===== config.mk =====
export PLATFORM = sky130hd
export DESIGN_NAME = liba_scan
export DESIGN_NICKNAME = d
export VERILOG_FILES = /design/src/rtl/liba_pkg.sv /design/src/rtl/liba_scan.sv
export SDC_FILE = /design/constraint.sdc
export NUM_CORES = 1
export LEC_CHECK = 0
export ABC_AREA = 1
export BUFFER_PORTS_ARGS = -buffer_cell sky130_fd_sc_hd__buf_2
export CAP_MARGIN = 10
export CORE_AREA = 5 5 249 130
export CTS_BUF_LIST = sky130_fd_sc_hd__clkbuf_2 sky130_fd_sc_hd__clkbuf_4 sky130_fd_sc_hd__clkbuf_8
export DETAILED_ROUTE_END_ITERATION = 12
export DIE_AREA = 0 0 254 135
export PLACE_DENSITY = 0.73
export SETUP_SLACK_MARGIN = 0.05
export SLEW_MARGIN = 20
export SYNTH_ARGS = -nofsm -noshare
export SYNTH_HDL_FRONTEND = slang
export SYNTH_SLANG_ARGS = --single-unit

===== constraint.sdc =====
create_clock -name clk -period 2.02 [get_ports clk]
set_input_delay 0.101 -clock clk [delete_from_list [all_inputs] [get_ports clk]]
set_output_delay 0.101 -clock clk [all_outputs]
set_load 0.05 [all_outputs]

===== src/rtl/liba_pkg.sv =====
`timescale 1ns / 1ps
// ----------------------------------------------------------------------------
// liba_pkg
// Shared types and constants of the linked indexed block allocator.
// ----------------------------------------------------------------------------
package liba_pkg;

  localparam int NUM_BLOCKS = 256;
  localparam int NUM_FILES  = 256;
  localparam int BW         = $clog2(NUM_BLOCKS);
  localparam int CW         = $clog2(NUM_BLOCKS + 1);

  localparam logic [1:0] ACT_CREATE  = 2'd0;
  localparam logic [1:0] ACT_RESIZE  = 2'd1;
  localparam logic [1:0] ACT_DELETE  = 2'd2;
  localparam logic [1:0] ACT_INVALID = 2'd3;

  localparam logic [2:0] ST_OK      = 3'd0;
  localparam logic [2:0] ST_NOFILE  = 3'd1;
  localparam logic [2:0] ST_EXISTS  = 3'd2;
  localparam logic [2:0] ST_NOSPACE = 3'd3;
  localparam logic [2:0] ST_INVALID = 3'd4;

  typedef struct packed {
    logic [1:0] action;
    logic [7:0] file_id;
    logic [7:0] block_count;
  } req_t;

  typedef struct packed {
    logic [2:0] status;
    logic [7:0] first_block;
    logic [7:0] last_block;
    logic [7:0] index_block;
    logic [8:0] free_count;
  } rsp_t;

  typedef struct packed {
    logic [7:0]    size;
    logic [BW-1:0] first;
    logic [BW-1:0] last;
    logic [BW-1:0] index;
  } entry_t;

  typedef struct packed {
    logic          start;
    logic          from_zero;
  } scan_cmd_t;

  typedef struct packed {
    logic          done;
    logic          found;
    logic [BW-1:0] blk;
  } scan_rsp_t;

endpackage


===== src/rtl/liba_scan.sv =====
`timescale 1ns / 1ps
// ----------------------------------------------------------------------------
// liba_scan
// Used-bit store with a one-block-per-cycle free search cursor.
// ----------------------------------------------------------------------------
module liba_scan (
  input  logic                     clk,
  input  logic                     rst,
  input  liba_pkg::scan_cmd_t      cmd,
  input  logic                     set_en,
  input  logic                     clr_en,
  input  logic [liba_pkg::BW-1:0]  wr_blk,
  output liba_pkg::scan_rsp_t      rsp
);

  logic [liba_pkg::NUM_BLOCKS-1:0] used;
  logic [liba_pkg::BW-1:0]         cursor;
  logic                            active;

  always_ff @(posedge clk) begin
    if (rst) begin
      used   <= '0;
      active <= 1'b0;
      cursor <= '0;
      rsp    <= '0;
    end else begin
      rsp.done <= 1'b0;
      if (set_en) used[wr_blk] <= 1'b1;
      if (clr_en) used[wr_blk] <= 1'b0;
      if (cmd.from_zero) begin
        cursor <= '0;
      end else if (cmd.start) begin
        active <= 1'b1;
      end else if (active) begin
        if (!used[cursor]) begin
          active    <= 1'b0;
          rsp.done  <= 1'b1;
          rsp.found <= 1'b1;
          rsp.blk   <= cursor;
        end else if (cursor == liba_pkg::BW'(liba_pkg::NUM_BLOCKS - 1)) begin
          active    <= 1'b0;
          rsp.done  <= 1'b1;
          rsp.found <= 1'b0;
        end else begin
          cursor <= cursor + 1'b1;
        end
      end
    end
  end

endmodule


# After elaboration in Yosys (flattened, before gate mapping)
# Index checks and enable logic that the tools add are counted.
# word_totals
register_bits	275
in_bits	14
wordCells	39
output_inout_bits	10
# op_classes
n_lt_le_gt_ge	3
n_eq_ne	2
bitwise	8
n_addsub	1
reduce_logical	6
muxes	13
# op_table
op	n
256-bit two-way mux	3
256-bit AND	1
256-bit inverter	1
256-bit OR	1
8-bit by 9-bit < comparator with 1-bit output (second input constant)	2
4-bit AND reduction	3
8-bit by 1-bit adder with 8-bit output (second input constant)	1
1-bit binary-select mux with 8-bit select	1
1-bit demux with 8-bit select	1
8-bit equality test (second input constant)	1
8-bit by 1-bit >= comparator with 1-bit output (second input constant)	1
1-bit two-way mux	6
1-bit inverter	5
2-bit two-way mux	2
4-bit OR reduction	1
2-bit by 1-bit != test with 1-bit output (second input constant)	1
2-bit OR reduction	1
1-bit logical AND	1

# Longest topological paths before layout
# depth
ltp_word	9
ltp_mapped	17
depth_no_buf	16

# Worst setup path before layout
# No wires, ideal clock.
# synth_path
path_kind	reg-to-reg
start	register cursor[3] (netlist bit)
end	register rsp[8] (netlist bit)
arrival_time_ns	1.785
required_ns	1.888
setup_time_ns	0.132
period_less_slack_ns	1.917
path_buffers	3
stages_incl_launch_ff	11
path_slack_ns	0.103
cell_sequence	dfxtp_1 -> buf_2 -> buf_2 -> buf_4 -> nand2_1 -> nor3_1 -> nand3_1 -> nand3_1 -> nand2_1 -> nand2_1 -> a21oi_1
# synth_between
elab_chain_cells	4
elab_cells_between_ends	6
classes_between	eq/ne (2); mux (3); reduce/logical (1)
# synth_rtl
element	line_no	source
from (decl)	liba_scan.sv:17	logic [liba_pkg::BW-1:0] cursor;
from (signal assigned)	liba_scan.sv:45	cursor <= cursor + 1'b1;
1-bit binary-select mux with 8-bit select	liba_scan.sv:35	if (!used[cursor]) begin
1-bit two-way mux (not written as such)	liba_scan.sv:35	
2-bit by 1-bit != test with 1-bit output (no source line)	n/a	
4-bit AND reduction (no source line)	n/a	
to (decl)	liba_scan.sv:13	output liba_pkg::scan_rsp_t rsp
# Several ways; a longest one is shown, not always the timed one. The select of a mux whose other input is x is not followed.
# A chain may end at the register's enable or synchronous reset.

# Worst setup path in the final report
# layout_path
start	register cursor[0] (netlist bit)
end	register cursor[5] (netlist bit)
# layout_between
elab_chain_cells	3
elab_cells_between_ends	6
classes_between	add/sub (1); eq/ne (1); mux (2); bitwise (1); reduce/logical (1)
# layout_rtl
element	line_no
1-bit binary-select mux with 8-bit select / 8-bit equality test (equally long branches)	liba_scan.sv:35, liba_scan.sv:40
1-bit two-way mux (not written as such) / 1-bit inverter (equally long branches)	n/a
4-bit AND reduction (no source line)	n/a
# Several ways; a longest one is shown, not always the timed one. The select of a mux whose other input is x is not followed.

==> run summary <==
========================================================================================
Switching Share                                                                    25.5%
Via count of the first global-routing pass                                        15,087
Number of inserted filler cells in the final layout                                2,797
Max clock buf depth                                                                    3
Routed wire length per instance                                                  18.1 um
Combinational cell fraction of total power                                          5.5%
Post-synthesis cell type with the largest combined area                     sky130_fd_sc_hd__dfxtp_1
H-tree Lvls                                                                            2
Mapped Area                                                                   14,800 um2
Remaining design rule violation count                                                  0
Drt initial violations                                                             2,270
Die ar.                                                                       34,300 um2
Min setup slack post-route                                                     -0.209 ns
Power, Total                                                                     10.9 mW
Part of the total power dissipated in sequential elements                          49.7%
Fraction of post-synthesis cell area in the top cell type by area                  37.3%
Maximum number of pins on one net before global-route repair                          83
Area taken by multi-input logic gates                                           7870 um2
Busiest layer in global routing                                                     met2
Routed Antenna Nets                                                                    0
Via Count                                                                         16,223
CTS Buf Count                                                                         40
Critical path launch point type                                                flip-flop
Post-synth cell types                                                                 29
Count of antenna diodes in the layout                                                  0
Result of the run                                                           finished with violations
Width of the die                                                                  254 um
CTS Sinks                                                                            275
Post-Place Cell Area                                                          15,900 um2
Internal                                                                         8.15 mW
Routing usage on met1                                                              41.1%
Drt via density                                                                     5.77
Worst slew slack as a fraction of its limit                                        48.8%
Sw power                                                                         2.79 mW
Aggregate global-route resource usage                                              28.8%
Clock tree from TritonCTS                                                            yes
Met3 layer usage reported by global route                                          7.49%
Main area contributors after synthesis                                      sky130_fd_sc_hd__dfxtp_1 (37%), sky130_fd_sc_hd__nand2_1 (14%), sky130_fd_sc_hd__o21ai_0 (13%)
Number of standard-cell rows in the floorplan                                         45
Cell at the root of the clock tree                                          sky130_fd_sc_hd__clkbuf_8
Share of cells above drive strength 1                                              12.5%
Slew Limit Fails                                                                       0
Total of flip-flops plus latches after synthesis                                     275
Worst Path Max Fanout                                                                 10
Number of failing hold endpoints at the final stage                                    0
Power per cell area                                                           632 nW/um2
Total non-filler cell area in the finished layout                             17,300 um2
Layout Area Growth over Synthesis                                                  17.2%
Path type of the worst setup path                                             reg -> reg
Residual overflow from global routing                                                  0
Weighted congestion at the end of routability-driven global placement              0.938
Portion of the post-synthesis area used by sequential elements                     37.3%
Synth Net Count                                                                    2,374
Synthesized instance count                                                         2,359
Clock network power share                                                          44.8%
Final critical path time including I/O delays and setup                          2.23 ns
Number of search-and-repair iterations in the first detailed-routing pass              6
Clock transition at path regs                                                    0.07 ns
Sort of element at the end of the critical path                                flip-flop
Share of the clock period used by the worst path                                    110%
Number of nets in the layout                                                       2,402
Worst Setup Slack post-DPL                                                     -0.273 ns
Starting density of the core                                                       49.4%
Total wirelength of the detailed-routed design                                   50.8 mm
GR Util met2                                                                       41.8%
Peak clock frequency supported by timing                                       0.449 GHz
Number of warnings reported in the yosys synthesis log                                 0
Static leakage                                                                   6.74 nW
RSZ-0062 raised after global routing                                                 yes
Avg Cell Area, Syn                                                              6.25 um2
Port Buffers                                                                          23
Number of antenna violations at the first check in global routing                      0
Die height                                                                        135 um
WP data arrival                                                                  2.74 ns
Number of cells on the worst hold path                                                 3
Core area                                                                     29,800 um2
Detailed-placement wirelength estimate                                           30.8 mm
Reported max-cap violation count                                                       0
Top-Level Pins                                                                        24
Worst IR Drop VDD                                                               0.709 mV
Required time worst endpoint                                                     2.53 ns
Violated checks                                                             setup timing
Latest clock arrival within the worst-skew pair                                  0.59 ns
Wire length of the first global-routing pass                                     80.3 mm
Worst Skew                                                                     0.0237 ns
Slew at the pin with the worst max-slew slack                                   0.765 ns
HP Class                                                                       in -> reg
Reg area                                                                        5510 um2
Setup-failing EPs final                                                               19
Worst hold-check slack                                                         0.0490 ns
Reg2Reg Depth                                                                         15
========================================================================================
-- power by group through the flow --
stage | logic, mW | clock network [mW] | registers, mW
2_1_floorplan | 0.321 | 0 | 5.56
3_3_place_gp | 0.566 | 0 | 5.56
3_5_place_dp | 0.569 | 0 | 5.56
4_1_cts | 0.577 | 4.96 | 5.44
5_1_grt | 0.633 | 5.22 | 5.44
6_report | 0.600 | 4.90 | 5.44
-- logic make-up after synthesis --
logic type / synth area share (%)
simple gates: 30.9
compound gates: 20.1
buf+inv: 11.2
flops: 37.3
xor+xnor: 0.356
fa+ha+maj: 0.0848
-- synth_stat cells, drive strengths merged --
master / number
a31oi: 13
xnor2: 1
a21oi: 17
nor3: 3
o21ai: 395
dfxtp: 275
buf: 64
clkbuf: 115
nor2: 346
o22ai: 48
o211ai: 53
ha: 1
nand2: 567
nand4: 15
nand3: 194
a21boi: 1
clkinv: 3
xor2: 5
nor4: 1
a311oi: 13
inv: 229
-- what timing repair did --
item / 4_1_cts / 5_1_grt
resized for setup: 58 / 28
hold buffers: 3 / 0
hold endpoints to repair: 9 / 0
cloned: 5 / 3
setup buffers: 1 / 1
setup endpoints to repair: 19 / 19
pin swaps: 15 / 16
-- sequential cells by signal, summed over array words and instances, names as in the netlist --
signal / cells
used: 256
rsp: 10
cursor: 8
active: 1
-- layout by cell type (no fill, tap or decap), types with 5 or more instances in the layout --
| cell type | synthesis | final |
|---|---|---|
| sky130_fd_sc_hd__o22ai_1 | 48 | 48 |
| sky130_fd_sc_hd__xor2_1 | 5 | 5 |
| sky130_fd_sc_hd__a21oi_1 | 17 | 14 |
| sky130_fd_sc_hd__buf_4 | 13 | 99 |
| sky130_fd_sc_hd__a311oi_1 | 13 | 13 |
| sky130_fd_sc_hd__buf_8 | 0 | 5 |
| sky130_fd_sc_hd__nand2_1 | 566 | 554 |
| sky130_fd_sc_hd__inv_1 | 227 | 226 |
| sky130_fd_sc_hd__nand3_2 | 1 | 41 |
| sky130_fd_sc_hd__clkbuf_8 | 0 | 55 |
| sky130_fd_sc_hd__buf_12 | 0 | 23 |
| sky130_fd_sc_hd__o21ai_0 | 392 | 391 |
| sky130_fd_sc_hd__o211ai_1 | 53 | 53 |
| sky130_fd_sc_hd__nand4_1 | 15 | 15 |
| sky130_fd_sc_hd__buf_2 | 33 | 22 |
| sky130_fd_sc_hd__clkbuf_4 | 0 | 12 |
| sky130_fd_sc_hd__nand3_4 | 3 | 5 |
| sky130_fd_sc_hd__a31oi_1 | 13 | 13 |
| sky130_fd_sc_hd__dfxtp_1 | 275 | 272 |
| sky130_fd_sc_hd__nor2_1 | 346 | 345 |
| sky130_fd_sc_hd__nand3_1 | 190 | 149 |
| sky130_fd_sc_hd__nand2_2 | 0 | 12 |
-- critical path, stage by stage, from the launching register on --
cell and delay, ns:
sky130_fd_sc_hd__dfxtp_4 0.43, sky130_fd_sc_hd__buf_8 0.18, sky130_fd_sc_hd__buf_4 0.20, sky130_fd_sc_hd__o211ai_1 0.12
sky130_fd_sc_hd__nand2_1 0.12, sky130_fd_sc_hd__nand2_1 0.08, sky130_fd_sc_hd__nand3_2 0.07, sky130_fd_sc_hd__nand3_2 0.09
sky130_fd_sc_hd__nand2_1 0.07, sky130_fd_sc_hd__nand2_1 0.06, sky130_fd_sc_hd__nand3_2 0.10, sky130_fd_sc_hd__nand3_4 0.12
sky130_fd_sc_hd__nand2_8 0.12, sky130_fd_sc_hd__buf_12 0.11, sky130_fd_sc_hd__nand4_1 0.11, sky130_fd_sc_hd__a21oi_2 0.17
-- layout make-up --
class / instances / share of cell area (%)
flip-flops and latches: 275 / 31.9
inverters: 232 / 5.17
well taps: 399 / 2.89
repair buffers: 164 / 9.62
clock inverters: 3 / 0.116
clock buffers: 66 / 4.82
multi-input cells: 1674 / 45.5
-- worst paths after layout --
path / from / end / slack (ns)
setup / recovery: cursor[0]$_SDFFE_PP0P_ / cursor[5]$_SDFFE_PP0P_ / -0.21
hold / removal: clr_en / used[2]$_SDFF_PP0_ / 0.05
setup reg to reg: cursor[0]$_SDFFE_PP0P_ / cursor[5]$_SDFFE_PP0P_ / -0.21
hold reg to reg: rsp[2]$_SDFFE_PP0P_ / rsp[2]$_SDFFE_PP0P_ / 0.46
-- per-stage QoR --
stage,utilization (%),std cells,TNS (ns)
4_1_cts,57.3,2809,-1.85
3_5_place_dp,53.1,2731,-4.56
3_3_place_gp,53.1,2731,-2.84
6_report,58.0,2813,-3.08
2_1_floorplan,-,2359,0
5_1_grt,58.0,2813,-5.08
-- routing by layer --
metal  wire length, um  vias to the layer above
met4              1770                        0
met3              6530                      152
met1             21500                     7475
li1                  -                     7715
met2             21000                      881
met5                 0                        -
No activity file was read; power rests on OpenSTA's default activity.
